$ cat config.mk
export PLATFORM = sky130hd
export DESIGN_NAME = capture_period_window_speed_top
export DESIGN_NICKNAME = d
export VERILOG_FILES = /design/src/rtl/core/cpws_pkg.sv /design/src/rtl/core/cpws_ram.sv /design/src/rtl/core/cpws_div.sv /design/src/rtl/core/capture_period_window_speed_top.sv
export SDC_FILE = /design/constraint.sdc
export NUM_CORES = 1
export LEC_CHECK = 0
export BUFFER_PORTS_ARGS = -buffer_cell sky130_fd_sc_hd__buf_2
export CAP_MARGIN = 30
export CORE_MARGIN = 2
export CORE_UTILIZATION = 65
export CTS_BUF_LIST = sky130_fd_sc_hd__clkbuf_4
export CTS_CLUSTER_SIZE = 10
export DETAILED_ROUTE_END_ITERATION = 10
export PLACE_DENSITY = 0.85
export SYNTH_ARGS = -nofsm -noshare
export SYNTH_HDL_FRONTEND = slang
export SYNTH_HIERARCHICAL = 1
export SYNTH_SLANG_ARGS = --single-unit
export TNS_END_PERCENT = 30
$ cat constraint.sdc
create_clock -name i_clk -period 9.4 [get_ports i_clk]
set_clock_uncertainty 0.2 [all_clocks]
set_input_delay 0.94 -clock i_clk [delete_from_list [all_inputs] [get_ports i_clk]]
set_output_delay 0.94 -clock i_clk [all_outputs]
set_load 0.005 [all_outputs]
$ cat src/rtl/core/cpws_pkg.sv
package cpws_pkg;

    localparam int RING_SLOTS   = 13;
    localparam int CAPTURE_BITS = 24;

    localparam int IDX_W    = $clog2(RING_SLOTS);
    localparam int PERIOD_W = 25;
    localparam int DATA_W   = 32;
    localparam int DIV_CNT_W = $clog2(DATA_W);
    localparam int APB_ADDR_W = 3;
    localparam int WRAP_W   = 2;

    localparam logic [DATA_W-1:0] COUNT_CAP   = 32'h7EFF_FFFF;
    localparam logic [DATA_W-1:0] WRAP_STEP   = 32'd1 << CAPTURE_BITS;
    localparam logic [DATA_W-1:0] CAP_MASK    = WRAP_STEP - 32'd1;
    localparam logic [DATA_W-1:0] NUMER_RESET = 32'd3_000_000_000;

    localparam logic [WRAP_W-1:0] WRAP_LIMIT = 2'd2;

    localparam logic [APB_ADDR_W-3:0] REG_SPEED_NUMERATOR = '0;

    typedef logic [IDX_W-1:0]    t_idx;
    typedef logic [PERIOD_W-1:0] t_period;

    typedef struct packed {
        logic              start;
        logic [DATA_W-1:0] dividend;
        logic [DATA_W-1:0] divisor;
    } t_div_req;

    typedef struct packed {
        logic              done;
        logic [DATA_W-1:0] quotient;
    } t_div_rsp;

    function automatic t_idx f_next_idx(input t_idx idx);
        if (idx >= t_idx'(RING_SLOTS - 1)) begin
            return '0;
        end
        return idx + t_idx'(1);
    endfunction

endpackage

$ cat src/rtl/core/cpws_ram.sv
module cpws_ram #(
    parameter int WIDTH = 8,
    parameter int DEPTH = 16
) (
    input  logic                     i_clk,
    input  logic                     i_we,
    input  logic [$clog2(DEPTH)-1:0] i_waddr,
    input  logic [WIDTH-1:0]         i_wdata,
    input  logic [$clog2(DEPTH)-1:0] i_raddr,
    output logic [WIDTH-1:0]         o_rdata
);

    logic [WIDTH-1:0] r_mem [DEPTH];
    logic [WIDTH-1:0] r_rdata;

    always_ff @(posedge i_clk) begin
        if (i_we) begin
            r_mem[i_waddr] <= i_wdata;
        end
        r_rdata <= r_mem[i_raddr];
    end

    assign o_rdata = r_rdata;

endmodule

$ cat src/rtl/core/cpws_div.sv
module cpws_div (
    input  logic                i_clk,
    input  logic                i_rst_n,
    input  cpws_pkg::t_div_req  i_req,
    output cpws_pkg::t_div_rsp  o_rsp
);
    import cpws_pkg::*;

    logic                 r_busy, n_busy;
    logic                 r_done, n_done;
    logic [DIV_CNT_W-1:0] r_cnt,  n_cnt;
    logic [DATA_W-1:0]    r_rem,  n_rem;
    logic [DATA_W-1:0]    r_quo,  n_quo;
    logic [DATA_W-1:0]    r_den,  n_den;

    logic [DATA_W:0] shifted;
    logic [DATA_W:0] trial;

    always_comb begin
        n_busy = r_busy;
        n_done = 1'b0;
        n_cnt  = r_cnt;
        n_rem  = r_rem;
        n_quo  = r_quo;
        n_den  = r_den;
        shifted = {r_rem, r_quo[DATA_W-1]};
        trial   = shifted - {1'b0, r_den};
        if (r_busy) begin
            // one quotient bit per cycle, restoring
            if (shifted >= {1'b0, r_den}) begin
                n_rem = trial[DATA_W-1:0];
                n_quo = {r_quo[DATA_W-2:0], 1'b1};
            end else begin
                n_rem = shifted[DATA_W-1:0];
                n_quo = {r_quo[DATA_W-2:0], 1'b0};
            end
            n_cnt = r_cnt + DIV_CNT_W'(1);
            if (r_cnt == DIV_CNT_W'(DATA_W - 1)) begin
                n_busy = 1'b0;
                n_done = 1'b1;
            end
        end else if (i_req.start) begin
            n_busy = 1'b1;
            n_cnt  = '0;
            n_rem  = '0;
            n_quo  = i_req.dividend;
            n_den  = i_req.divisor;
        end
    end

    always_ff @(posedge i_clk) begin
        if (!i_rst_n) begin
            r_busy <= 1'b0;
            r_done <= 1'b0;
            r_cnt  <= '0;
        end else begin
            r_busy <= n_busy;
            r_done <= n_done;
            r_cnt  <= n_cnt;
        end
        r_rem <= n_rem;
        r_quo <= n_quo;
        r_den <= n_den;
    end

    assign o_rsp.done     = r_done;
    assign o_rsp.quotient = r_quo;

endmodule

$ cat src/rtl/core/capture_period_window_speed_top.sv
// Each input beat walks S_IDLE, S_RING (only with a capture), S_DIVIDE, S_WAIT while the
// 32-step bit-serial divider runs, then S_FIN; S_WAIT is skipped when the window is not full
// or its sum is zero. o_stall holds new items off until the state is back in S_IDLE; a new
// item is taken while the previous result waits on the output.
// Synchronous active-low reset clears the window, counters, and the numerator to
// 3000000000; the ring reads as zero through per-slot valid bits, no clearing pass.
module capture_period_window_speed_top (
    input  logic                              i_clk,
    input  logic                              i_rst_n,
    input  logic                              i_valid,
    output logic                              o_stall,
    input  logic                              i_overflow_event,
    input  logic                              i_capture_event,
    input  logic [23:0]                       i_capture_value,
    output logic                              o_valid,
    input  logic                              i_stall,
    output logic [cpws_pkg::PERIOD_W-1:0]     o_latest_period,
    output logic [cpws_pkg::DATA_W-1:0]       o_period_sum,
    output logic                              o_window_full,
    output logic [cpws_pkg::DATA_W-1:0]       o_speed,
    output logic                              o_timed_out,
    output logic                              o_race_fixed,
    input  logic                              psel,
    input  logic                              penable,
    input  logic                              pwrite,
    input  logic [cpws_pkg::APB_ADDR_W-1:0]   paddr,
    input  logic [cpws_pkg::DATA_W-1:0]       pwdata,
    output logic [cpws_pkg::DATA_W-1:0]       prdata,
    output logic                              pready
);
    import cpws_pkg::*;

    localparam logic [2:0] S_IDLE   = 3'd0;
    localparam logic [2:0] S_RING   = 3'd1;
    localparam logic [2:0] S_DIVIDE = 3'd2;
    localparam logic [2:0] S_WAIT   = 3'd3;
    localparam logic [2:0] S_FIN    = 3'd4;

    logic [2:0]              r_state, n_state;
    logic [DATA_W-1:0]       r_numer, n_numer;
    logic [WRAP_W-1:0]       r_wraps, n_wraps;
    logic                    r_race,  n_race;
    logic [CAPTURE_BITS-1:0] r_prev,  n_prev;
    t_idx                    r_idx,   n_idx;
    logic [DATA_W-1:0]       r_sum,   n_sum;
    logic                    r_full,  n_full;
    logic [RING_SLOTS-1:0]   r_vbits, n_vbits;
    t_period                 r_period, n_period;
    logic                    r_capt,  n_capt;
    logic                    r_timed, n_timed;
    logic                    r_fixed, n_fixed;
    logic [DATA_W-1:0]       r_speed, n_speed;

    logic                    r_out_valid, n_out_valid;
    t_period                 r_o_period,  n_o_period;
    logic [DATA_W-1:0]       r_o_sum,     n_o_sum;
    logic                    r_o_full,    n_o_full;
    logic [DATA_W-1:0]       r_o_speed,   n_o_speed;
    logic                    r_o_timed,   n_o_timed;
    logic                    r_o_fixed,   n_o_fixed;

    logic              accept;
    logic              cfg_wr;
    logic [DATA_W-1:0] count32;
    logic [WRAP_W-1:0] wraps_ov;
    logic              race_ov;
    logic              timeout;
    t_idx              base_idx;
    t_idx              ring_next;
    logic [DATA_W-1:0] cap32;
    logic              fix;
    logic [WRAP_W-1:0] wraps_cap;
    logic [DATA_W-1:0] raw;
    t_period           old_period;

    logic    ram_we;
    t_period ram_rdata;
    t_div_req div_req;
    t_div_rsp div_rsp;

    assign accept  = i_valid && (r_state == S_IDLE);
    assign o_stall = (r_state != S_IDLE);
    assign cfg_wr  = psel && penable && pwrite && pready;
    assign pready  = 1'b1;
    assign prdata  = (paddr[APB_ADDR_W-1:2] == REG_SPEED_NUMERATOR) ? r_numer : '0;

    // overflow first: extend the count, or time out the window
    always_comb begin
        count32  = DATA_W'(r_wraps) << CAPTURE_BITS;
        wraps_ov = r_wraps;
        race_ov  = r_race;
        timeout  = 1'b0;
        if (i_overflow_event) begin
            if ((count32 < COUNT_CAP) && !r_race) begin
                wraps_ov = r_wraps + WRAP_W'(1);
            end
            race_ov = 1'b0;
            if (wraps_ov > WRAP_LIMIT) begin
                timeout  = 1'b1;
                wraps_ov = '0;
            end
        end
        base_idx = timeout ? t_idx'(0) : r_idx;
    end

    // capture: extend, correct a capture that beat the wrap, drop one wrap if long
    always_comb begin
        cap32     = DATA_W'(i_capture_value) & CAP_MASK;
        fix       = (DATA_W'(r_prev) > cap32) && (wraps_ov == '0);
        wraps_cap = fix ? WRAP_W'(1) : wraps_ov;
        raw       = (DATA_W'(wraps_cap) << CAPTURE_BITS) + cap32 - DATA_W'(r_prev);
        if (raw > WRAP_STEP) begin
            raw = raw - WRAP_STEP;
        end
    end

    assign ring_next  = f_next_idx((r_state == S_IDLE) ? base_idx : r_idx);
    assign old_period = r_vbits[ring_next] ? ram_rdata : '0;

    always_comb begin
        n_state  = r_state;
        n_numer  = cfg_wr && (paddr[APB_ADDR_W-1:2] == REG_SPEED_NUMERATOR) ? pwdata : r_numer;
        n_wraps  = r_wraps;
        n_race   = r_race;
        n_prev   = r_prev;
        n_idx    = r_idx;
        n_sum    = r_sum;
        n_full   = r_full;
        n_vbits  = r_vbits;
        n_period = r_period;
        n_capt   = r_capt;
        n_timed  = r_timed;
        n_fixed  = r_fixed;
        n_speed  = r_speed;
        ram_we   = 1'b0;
        div_req.start    = 1'b0;
        div_req.dividend = r_numer;
        div_req.divisor  = r_sum;

        n_out_valid = r_out_valid && i_stall;
        n_o_period  = r_o_period;
        n_o_sum     = r_o_sum;
        n_o_full    = r_o_full;
        n_o_speed   = r_o_speed;
        n_o_timed   = r_o_timed;
        n_o_fixed   = r_o_fixed;

        unique case (r_state)
            S_IDLE: begin
                if (accept) begin
                    n_wraps  = wraps_ov;
                    n_race   = race_ov;
                    n_idx    = base_idx;
                    n_timed  = timeout;
                    n_capt   = i_capture_event;
                    n_fixed  = 1'b0;
                    n_period = '0;
                    if (timeout) begin
                        n_vbits = '0;
                        n_sum   = '0;
                        n_full  = 1'b0;
                    end
                    if (i_capture_event) begin
                        n_wraps  = '0;
                        n_race   = fix ? 1'b1 : race_ov;
                        n_fixed  = fix;
                        n_prev   = cap32[CAPTURE_BITS-1:0];
                        n_period = raw[PERIOD_W-1:0];
                        n_state  = S_RING;
                    end else begin
                        n_state  = S_DIVIDE;
                    end
                end
            end
            S_RING: begin
                // write the new period, retire the slot that leaves the window
                ram_we = 1'b1;
                n_vbits[r_idx] = 1'b1;
                n_sum  = r_sum + DATA_W'(r_period) - DATA_W'(old_period);
                n_idx  = ring_next;
                if (ring_next == '0) begin
                    n_full = 1'b1;
                end
                n_state = S_DIVIDE;
            end
            S_DIVIDE: begin
                if (r_full && (r_sum != '0)) begin
                    div_req.start = 1'b1;
                    n_state = S_WAIT;
                end else begin
                    n_speed = '0;
                    n_state = S_FIN;
                end
            end
            S_WAIT: begin
                if (div_rsp.done) begin
                    n_speed = div_rsp.quotient;
                    n_state = S_FIN;
                end
            end
            S_FIN: begin
                if (!r_out_valid || !i_stall) begin
                    n_out_valid = 1'b1;
                    n_o_period  = r_period;
                    n_o_sum     = r_full ? r_sum : '0;
                    n_o_full    = r_full;
                    n_o_speed   = r_speed;
                    n_o_timed   = r_timed;
                    n_o_fixed   = r_fixed;
                    n_state     = S_IDLE;
                end
            end
            default: begin
                n_state = S_IDLE;
            end
        endcase
    end

    always_ff @(posedge i_clk) begin
        if (!i_rst_n) begin
            r_state     <= S_IDLE;
            r_numer     <= NUMER_RESET;
            r_wraps     <= '0;
            r_race      <= 1'b0;
            r_prev      <= '0;
            r_idx       <= '0;
            r_sum       <= '0;
            r_full      <= 1'b0;
            r_vbits     <= '0;
            r_out_valid <= 1'b0;
        end else begin
            r_state     <= n_state;
            r_numer     <= n_numer;
            r_wraps     <= n_wraps;
            r_race      <= n_race;
            r_prev      <= n_prev;
            r_idx       <= n_idx;
            r_sum       <= n_sum;
            r_full      <= n_full;
            r_vbits     <= n_vbits;
            r_out_valid <= n_out_valid;
        end
        r_period   <= n_period;
        r_capt     <= n_capt;
        r_timed    <= n_timed;
        r_fixed    <= n_fixed;
        r_speed    <= n_speed;
        r_o_period <= n_o_period;
        r_o_sum    <= n_o_sum;
        r_o_full   <= n_o_full;
        r_o_speed  <= n_o_speed;
        r_o_timed  <= n_o_timed;
        r_o_fixed  <= n_o_fixed;
    end

    cpws_ram #(
        .WIDTH (PERIOD_W),
        .DEPTH (RING_SLOTS)
    ) u_ring (
        .i_clk   (i_clk),
        .i_we    (ram_we),
        .i_waddr (r_idx),
        .i_wdata (r_period),
        .i_raddr (ring_next),
        .o_rdata (ram_rdata)
    );

    cpws_div u_div (
        .i_clk   (i_clk),
        .i_rst_n (i_rst_n),
        .i_req   (div_req),
        .o_rsp   (div_rsp)
    );

    assign o_valid         = r_out_valid;
    assign o_latest_period = r_o_period;
    assign o_period_sum    = r_o_sum;
    assign o_window_full   = r_o_full;
    assign o_speed         = r_o_speed;
    assign o_timed_out     = r_o_timed;
    assign o_race_fixed    = r_o_fixed;

    a_idx_range: assert property (@(posedge i_clk) disable iff (!i_rst_n)
        r_idx < t_idx'(RING_SLOTS))
        else $error("ring pointer out of range");

    a_not_full_zero: assert property (@(posedge i_clk) disable iff (!i_rst_n)
        (o_valid && !o_window_full) |-> (o_period_sum == '0) && (o_speed == '0))
        else $error("sum or speed reported before the window is full");

    a_timeout_empty: assert property (@(posedge i_clk) disable iff (!i_rst_n)
        (o_valid && o_timed_out) |-> !o_window_full)
        else $error("window full right after a timeout");

    a_fix_needs_capture: assert property (@(posedge i_clk) disable iff (!i_rst_n)
        (r_state == S_RING) |-> r_capt)
        else $error("ring update without a capture");

    a_div_idle_start: assert property (@(posedge i_clk) disable iff (!i_rst_n)
        div_req.start |=> (r_state == S_WAIT))
        else $error("divider launched outside the divide step");

endmodule

**Word-level counts from Yosys, hierarchy flattened**

Memory sizes are Yosys's and may differ from the RTL's. A register that Yosys moved wholly into a read port is not among the register bits.
Cells that the tools add are included.
Widths: inputs -> output; s select.

- Multiply operators: 0
- Multiplexer cells: 63
- $add $sub $neg: 9
- Reductions and logical operators: 31
- Magnitude comparators: 9
- Bitwise logic cells: 3
- Shifts and indexed selects: 0
- Divide/modulo/power cells: 0
- Equality and inequality tests: 11

Operators with widths:

| operator | number |
|---|---|
| $mux 32 | 10 |
| $pmux 32 s2 | 2 |
| $mux 25 | 2 |
| $ge 33x32->1 | 1 |
| $add 32x25->32 | 1 |
| $gt 32x25->1 const B | 1 |
| $reduce_bool 32->1 | 1 |
| $sub 32x25->32 | 1 |
| $sub 32x32->32 | 1 |
| $lt 26x31->1 const B | 1 |
| $sub 27x24->28 | 1 |
| $add 26x24->27 | 1 |
| $mux 13 | 2 |
| $pmux 13 s2 | 1 |
| $sub 25x25->25 const B | 1 |
| $gt 24x24->1 | 1 |
| $mux 1 | 23 |
| $mux 4 | 5 |
| $pmux 3 s5 | 1 |
| $mux 2 | 7 |
| $or 13x13->13 | 1 |
| $mux 3 | 4 |
| $reduce_and 3->1 | 4 |
| $lt 4x5->1 const B | 2 |
| 28 further kinds | 51 |

- Bits in writable memories: 325
- Bits in latches: 0
- Bits in registers: 367
- Output and inout bits: 127
- Memories: 1
- Bits of input ports: 68
- ROM bits: 0
- Word-level logic and storage cells: 153

Memories:

| memory | depth | width | read ports | clocked after Yosys merged registers in | write ports | RTL line | text |
|---|---|---|---|---|---|---|---|
| u_ring.r_mem | 13 | 25 | 1 | 1 | 1 | cpws_ram.sv:13 | `logic [WIDTH-1:0] r_mem [DEPTH];` |

**Logic depth before layout (Yosys ltp)**

Gate-level depths: netlist (run 1).

- Depth in word-level cells: 17
- Gate-level depth with buffers: 29
- Depth with buffers taken out: 28

**Modules after synthesis**

The synthesis (run 1) kept the hierarchy.

By module, submodules not included:

| module | seq. area each (um2) | cells an instance | area each (um2) | times used |
|---|---|---|---|---|
| capture_period_window_speed_top | 6796.5 | 1500 | 14397.6 | 1 |
| cpws_ram | 10259.8 | 551 | 12897.4 | 1 |
| cpws_div | 3022.9 | 528 | 5960.7 | 1 |

**Least setup slack after synthesis (run 1)**

OpenSTA, ideal clock, no wires.

- Path type: input to register
- Start point: input i_stall
- End point: register r_o_period[0], in the netlist o_latest_period[0], enable pin
- Path slack: 3337 ps
- Library setup time: 573 ps
- Stages on the path: 1
- Buffers on the path: 0
- Data required time: 8627 ps
- Arrival: 5290 ps
- Cell sequence: a21oi_1

- Cells in the longest elaborated chain, start to end: 3

RTL lines:

| item | RTL line | text |
|---|---|---|
| from (decl) | capture_period_window_speed_top.sv:16 | `input logic i_stall,` |
| $logic_not 1->1 | capture_period_window_speed_top.sv:202 | `if (!r_out_valid \|\| !i_stall) begin` |
| $logic_or 1x1->1 | capture_period_window_speed_top.sv:202 |  |
| $reduce_and 2->1 (no source line) | -- |  |
| to (signal assigned) | capture_period_window_speed_top.sv:248 | `r_o_period <= n_o_period;` |
| to (decl) | capture_period_window_speed_top.sv:55 | `t_period r_o_period, n_o_period;` |

Every way passes these cells.
A chain may end at the register's enable or synchronous reset.

**Final worst setup path (run 1)**

- Start point: register r_state[2]
- End point: register r_sum[25]

- Cells in the longest elaborated chain, start to end: 10
- Elaborated cells between the ends (all ways): 17
- Those cells by class: add/sub: 2; order compare: 1; eq/ne: 3; mux: 7; reduce/logical: 4

RTL lines:

| item | RTL line | text |
|---|---|---|
| from (decl) | capture_period_window_speed_top.sv:39 | `logic [2:0] r_state, n_state;` |
| from (signal assigned) | capture_period_window_speed_top.sv:232 | `r_state <= n_state;` |
| $logic_not 3->1 (*) | capture_period_window_speed_top.sv:117 | `assign ring_next = f_next_idx((r_state == S_IDLE) ? base_idx : r_idx);` |
| $mux 4 (*) | capture_period_window_speed_top.sv:117 |  |
| $ge 4x4->1 | cpws_pkg.sv:37 | `if (idx >= t_idx'(RING_SLOTS - 1)) begin` |
| $mux 1 | cpws_pkg.sv:37 |  |
| $mux 4 (*) | cpws_pkg.sv:40 | `return idx + t_idx'(1);` |
| net ring_next[1] | capture_period_window_speed_top.sv:69 | `t_idx ring_next;` |
| $bmux 1 s4 (*) | capture_period_window_speed_top.sv:118 | `assign old_period = r_vbits[ring_next] ? ram_rdata : '0;` |
| $mux 1 (implied by the code) (*) | capture_period_window_speed_top.sv:118 |  |
| $mux 25 (*) | capture_period_window_speed_top.sv:118 |  |
| $sub 32x25->32 (*) | capture_period_window_speed_top.sv:179 | `n_sum = r_sum + DATA_W'(r_period) - DATA_W'(old_period);` |
| $pmux 32 s2 (*) | capture_period_window_speed_top.sv:148 | `unique case (r_state)` |
| to (signal assigned) | capture_period_window_speed_top.sv:238 | `r_sum <= n_sum;` |
| to (decl) | capture_period_window_speed_top.sv:45 | `logic [DATA_W-1:0] r_sum, n_sum;` |

Mark *: on every way through the listed nets, which the timed path passes. The rest lies on a longest branch. The select of a mux whose other input is x is not followed.

==> impl_metrics.csv, run 1 <==
group,metric,value,unit
flow_run,cap_violations,0,
setup_path,arrival,8.19,ns
sta,holdWs,0.09134,ns
setup_path,cp_slowest_cell,"clkinv_2",
clocking,post-cts-setup-buffers,0,
cells_and_area,drive_gt1_frac,0.2037,
floorplan,design.core.area,50380,um^2
placement,routabilityCongestion,0.9058,
yosys,avgSynthCellArea,12.89,um^2
placement,portBuffers,191,
routing,dr.pass1.iters,6,
sta,fin_tns_setup,0,ns
sta,post-route-period-util,0.7998,
hold_path,min_path_type,"in2reg",
cells_and_area,final_nets,3136,
sta,fmax,133.0,MHz
yosys,synth_top_area_cell,"edfxtp_1",
routing,wl_per_cell,21.86,um
yosys,synthFlopType,"edfxtp_1",
sta,slew_viol_final,0,
global_route,antenna_found_initial,5,
yosys,synth_area_leaders,"edfxtp_1 52%, dfxtp_1 8.7%, ha_1 4.4%",
sta,worst_slew_pin_slew,1.051,ns
yosys,syn-cell-area,33260,um^2
cells_and_area,final_cells,3746,
setup_path,end_kind,"register",
clocking,cts_tree,"built",
placement,hpwlAfterDp,50890,um
yosys,yosys_warnings,6,
global_route,grt_pass1_vias,23003,
placement,dp_cells,3359,
yosys,synthAdderAreaFrac,0.06065,
routing,viasPerCell,6.155,
sta,rsz0062_at_grt,"false",
power,power.ir.vdd_worst,0.1323,mV
yosys,synth_top_family_by_area,"simple AND/OR/NAND/NOR gates",
setup_path,crit_family,"compound AO/OA/AOI/OAI gates",
yosys,synthMuxAreaShare,0.08067,
clocking,clkLatencyLatePin,1.02,ns
sta,hold_violations,0,
global_route,grt_usage,0.3096,
yosys,synth-async-reset-ratio,0,
floorplan,die-area,52990,um^2
power,power_density,205.8,nW/um^2
setup_path,critPathMaxFanout,27,
yosys,synth_xor_area_frac,0.01896,
sta,fin_ws,1.882,ns
floorplan,die_w,230.2,um
power,p_leak,14.37,nW
floorplan,io_pins,195,
cells_and_area,syn_to_final_growth,13.54,%
routing,drt_iter0_markers,2400,
outcome,status,"complete, no violations",
floorplan,start_util,0.6602,
setup_path,cp_common_cell,"o21ai_0",
clocking,path_clk_slew,0.07,ns
clocking,cts_sinks,717,
yosys,synth_simple_gate_area_frac,0.1037,
cells_and_area,fillerInstances,2971,
setup_path,max_stage_delay,0.63,ns
yosys,synth_edf_count,572,
global_route,grt_pass1_wl,125600,um
yosys,ys_types,90,
yosys,synth_seq_cells,717,
routing,drt_wl_total,81900,um
yosys,netlist_instances,2579,
global_route,grt_max_degree,94,
routing,drc_errors,0,
clocking,cts-root-buf,"clkbuf_4",
setup_path,worst-setup-path-type,"reg2reg",
yosys,ys_seq_area_frac,0.6038,
placement,preCtsSetupSlack,1.621,ns
setup_path,worstPathRequired,10.07,ns
clocking,htreeDepth,4,
sta,min_period,7.518,ns
setup_path,cp_num_buf_inv,4,
global_route,grt_overflow_total,0,
floorplan,row_count,82,
routing,via_count,23058,
floorplan,fp.dieH,230.2,um
yosys,synth_top_area_frac,0.5165,
setup_path,cp-start-kind,"register",
sta,maxSlewHeadroom,0.2974,
clocking,cts_max_path_buffers,3,
clocking,cts_buffers,174,
routing,ant_nets,0,
yosys,synth_compound_area_frac,0.08924,
yosys,syn_nets,2792,
sta,finalSetupViolations,0,
## synth_stat cells (41+ instances only)
| cell | number |
|---|---|
| edfxtp_1 | 572 |
| inv_1 | 226 |
| nand2_1 | 199 |
| dfxtp_1 | 145 |
| a21oi_1 | 132 |
| nor2_1 | 126 |
| ha_1 | 118 |
| and2_1 | 92 |
| o21ai_0 | 76 |
| clkbuf_1 | 74 |
| nand3_1 | 59 |
| mux2i_1 | 55 |
| nor2b_1 | 55 |
| a21boi_0 | 53 |
| mux4_2 | 50 |
| and3_1 | 43 |
| xnor2_1 | 41 |
## worst paths after layout
kind	start	endpoint	slack, ns	cells after the start
max	r_state[2]	r_sum[25]	1.88	25
min	i_stall	o_valid	0.09	3
max reg2reg	r_state[2]	r_sum[25]	1.88	25
min reg2reg	r_speed[9]	o_speed[9]	0.20	0
## sequential cells by signal, indices dropped and copies added (netlist names), 2 cells and up
| register | flops |
|---|---|
| u_ring/r_mem | 325 |
| o_period_sum | 32 |
| o_speed | 32 |
| r_numer | 32 |
| r_speed | 32 |
| r_sum | 32 |
| u_div/r_den | 32 |
| u_div/r_quo | 32 |
| u_div/r_rem | 32 |
| o_latest_period | 25 |
| r_period | 25 |
| u_ring/o_rdata | 25 |
| r_prev | 24 |
| r_vbits | 13 |
| u_div/r_cnt | 5 |
| r_idx | 4 |
| r_state | 3 |
| r_wraps | 2 |
## cell usage in the layout, fill, tap and decap left out, types with 10 or more instances in the layout
cell type	Yosys	final
mux2i_1	55	55
o21ai_0	76	76
a21boi_0	53	53
nor3_1	34	30
dfxtp_1	145	144
nor2_1	126	117
a31oi_1	15	15
inv_2	0	10
o22ai_1	28	28
clkinv_2	0	12
buf_4	6	28
o21a_1	13	13
xor2_1	31	31
clkinv_1	0	38
nor2b_1	55	54
a211oi_1	13	13
fa_1	27	27
inv_1	226	223
mux4_2	50	50
buf_2	11	191
o211ai_1	11	11
nand3_1	59	59
a21oi_1	132	130
xnor2_1	41	41
nand2_1	199	199
and3_1	43	43
clkbuf_4	0	259
dlygate4sd3_1	0	56
ha_1	118	118
and2_1	92	92
mux4_1	25	25
edfxtp_1	572	572
mux2_2	31	31
a21o_1	34	34
nand4_1	19	19
nand2b_1	17	17
## tightest hold or removal path, cell delays in order
cell and delay [ns]:
buf_2 0.12, nand2_1 0.08, a21boi_0 0.09
## layout make-up
class	instances	area, um^2	share of cell area
well taps	672	840.8	0.02227
multi-input cells	1524	11840	0.3137
clock buffers	259	1944	0.05150
diodes	6	15.01	0.0003977
repair buffers	280	1849	0.04898
inverters	226	849.6	0.02250
clock inverters	62	334.1	0.008848
flip-flops and latches	717	20080	0.5318
## per-layer routing
metal | wire length (um) | up-vias | global-route usage
li1 | - | 10217 | -
met3 | 6794 | 282 | 0.07366
met1 | 30800 | 11187 | 0.3859
met4 | 3701 | 2 | 0.1526
met2 | 40590 | 1370 | 0.5110
met5 | 11 | - | 0
## stage by stage
stage | power [mW] | utilization | cell area (um^2)
floorplan | 4.768 | - | 33260
global placement | 5.108 | 0.6904 | 34780
detailed placement | 5.170 | 0.6908 | 34800
CTS | 7.756 | 0.7472 | 37640
global route | 8.120 | 0.7495 | 37760
finish | 7.772 | 0.7495 | 37760
## power breakdown
group	total, mW	leakage, nW	internal [mW]	switching [mW]
sequential	3.79	6.35	3.61	0.175
clock	2.59	1.37	1.35	1.24
combinational	1.39	6.64	0.574	0.819
## logic make-up after synthesis
family,after synthesis
mux,161
flops,717
compound gates,458
xor+xnor,72
simple gates,687
buf+inv,338
other cells,1
fa+ha+maj,145
## what timing repair did
item                                   CTS  global route
endpoints found under the hold margin   56             0
hold buffers                            56             0
gates resized for setup                  0             0
Note: power is estimated with default switching activity, not from simulation.
==> run 2, diff against run 1 <==
CORE_UTILIZATION = 63   (was 65)
PLACE_DENSITY = 0.83   (was 0.85)
clock period = 7.39 ns   (was 9.4 ns; I/O delays follow)
==> run 2 against run 1 <==
Effect of this change:
- via count decreased by 1.1%
- hold slack better by 0.023 ns
- final cell count rose by 1.3%
- core utilization is 2.1 points lower
- wire length shrank 2.0%
- fmax up 13%
- register-to-register slack worse by 1.1 ns
- clock power is 31% higher
- cell area is 0.96% higher
- setup slack got worse by 1.1 ns
- critical path type unchanged
- largest cell class unchanged
==> impl_metrics.csv, run 2 (synthesis gave the netlist of run 1 again) <==
group,metric,value,unit
outcome,status,"complete, no violations",
routing,drt_wl_total,80240,um
setup_path,crit_family,"compound AO/OA/AOI/OAI gates",
clocking,htreeDepth,4,
sta,slew_viol_final,0,
cells_and_area,largest_register,"u_ring/r_mem",
clocking,cts_sinks,717,
floorplan,die_w,233.8,um
sta,finalSetupViolations,0,
setup_path,reg2reg_from,"r_wraps[0]",
clocking,post-cts-setup-buffers,0,
clocking,postCtsHoldBufs,81,
setup_path,arrival,7.41,ns
floorplan,die-area,54640,um^2
cells_and_area,final_cell_mix,"572 x edfxtp_1, 268 x clkbuf_4, 223 x inv_1, 199 x nand2_1, 191 x buf_2",
setup_path,worst_r2r_endpoint,"r_sum[30]",
clocking,path_clk_slew,0.07,ns
setup_path,end_kind,"register",
setup_path,worstPathRequired,8.14,ns
clocking,cts_max_path_buffers,3,
placement,portBuffers,191,
clocking,cts_tree,"built",
setup_path,cp_num_buf_inv,4,
flow_run,cap_violations,0,
setup_path,worst-setup-path-type,"reg2reg",
cells_and_area,final_nets,3166,
routing,viasPerCell,6.011,
floorplan,row_count,84,
global_route,grt_pass1_wl,122600,um
cells_and_area,multi_input_area,11860,um^2
placement,hpwlAfterDp,50890,um
power,p_leak,14.56,nW
power,power_density,261.3,nW/um^2
global_route,grt_overflow_total,0,
sta,post-route-period-util,0.9007,
sta,fmax,150.2,MHz
power,power.ir.vdd_worst,0.1616,mV
sta,rsz0062_at_grt,"false",
setup_path,regToRegSetupSlack,0.73,ns
cells_and_area,layout_commonest_cell,"edfxtp_1",
floorplan,fp.dieH,233.8,um
cells_and_area,syn_to_final_growth,14.63,%
hold_path,hold_end,"r_period[23]",
cells_and_area,largest_reg_flops,325,
routing,ant_nets,0,
setup_path,cp-start-kind,"register",
clocking,cts_resized,0,
placement,routabilityCongestion,0.9216,
clocking,cts_buffers,175,
setup_path,critPathMaxFanout,7,
cells_and_area,fillerInstances,3272,
setup_path,reg2regPathDepth,27,
clocking,clkLatencyLatePin,1.05,ns
global_route,grt_max_degree,65,
sta,worst_slew_pin_slew,1.090,ns
sta,hold_violations,0,
routing,dr.pass1.iters,7,
setup_path,cp_common_cell,"o21ai_0",
global_route,antenna_found_initial,2,
cells_and_area,drive_gt1_frac,0.2037,
sta,holdWs,0.1142,ns
global_route,grt_usage,0.2953,
floorplan,io_pins,195,
sta,fin_tns_setup,0,ns
hold_path,hold_depth,2,
setup_path,max_stage_delay,0.54,ns
cells_and_area,seq_area,20080,um^2
sta,maxSlewHeadroom,0.2718,
routing,wl_per_cell,21.16,um
routing,drt_iter0_markers,2182,
hold_path,min_path_type,"in2reg",
setup_path,cp_slowest_cell,"o31ai_1",
routing,drc_errors,0,
routing,via_count,22800,
hold_path,min_from,"i_capture_event",
clocking,cts-root-buf,"clkbuf_4",
floorplan,design.core.area,52340,um^2
sta,min_period,6.656,ns
floorplan,start_util,0.6354,
global_route,grt_pass1_vias,22679,
## run 2: cell types whose count changed in the layout (fill, tap and decap cells not counted), moves of 3 or more
cell / delta
dlygate4sd3_1: +25
clkbuf_4: +9
inv_2: -7
clkinv_2: -5
buf_4: +4
clkinv_1: +3
clkinv_4: +3
diode_2: -3
nor2_2: -3
nor2_4: +3
## run 2: per-layer routing
layer	part of all wire	global-route usage	vias up	wire [um]
met5	0	0	-	0
met4	0.036	0.1292	0	2911
met3	0.076	0.07235	211	6129
met2	0.51	0.5046	1168	41290
met1	0.37	0.3579	11126	29910
li1	-	-	10295	-
## run 2: area by class of cell
cell class                      instances  share of cell area
Antenna cell                            3           0.0001969
Clock buffer                          268             0.05278
Clock inverter                         58            0.008862
Inverter                              226             0.02229
Multi-Input combinational cell       1524              0.3111
Sequential cell                       717              0.5267
Tap cell                              688             0.02258
Timing Repair Buffer                  309             0.05540
## run 2: worst max path at each step
stage | startpoint | endpoint | slack (ns) | cells past startpoint
6_report | r_wraps[0] | r_sum[30] | 0.73 | 27
5_1_grt | r_wraps[0] | r_sum[30] | 0.30 | 27
4_1_cts | r_wraps[0] | r_sum[30] | 0.93 | 24
3_5_place_dp | i_overflow_event | r_sum[30] | 0.60 | 25
3_3_place_gp | i_overflow_event | r_sum[30] | 0.78 | 24
2_1_floorplan | r_state[0] | o_latest_period[0] | 1.48 | 4
## run 2: where the power goes
part           switching, mW  internal (mW)  leakage, nW
clock                   1.62           1.77         1.39
sequential             0.168           4.59         6.35
combinational           1.07          0.744         6.81
## run 2: per-stage QoR
step           setup WS [ns]  instance area (um^2)  std cells  power (mW)  utilization
6_report              0.7336                 38120       3793       9.962       0.7283
5_1_grt               0.2987                 38120       3791       10.44       0.7282
4_1_cts               0.9251                 38070       3788       9.971       0.7274
3_5_place_dp          0.5957                 34910       3381       6.581       0.6670
3_3_place_gp          0.7812                 34850       3378       6.494       0.6658
2_1_floorplan          1.483                 33260       2579       6.065            -
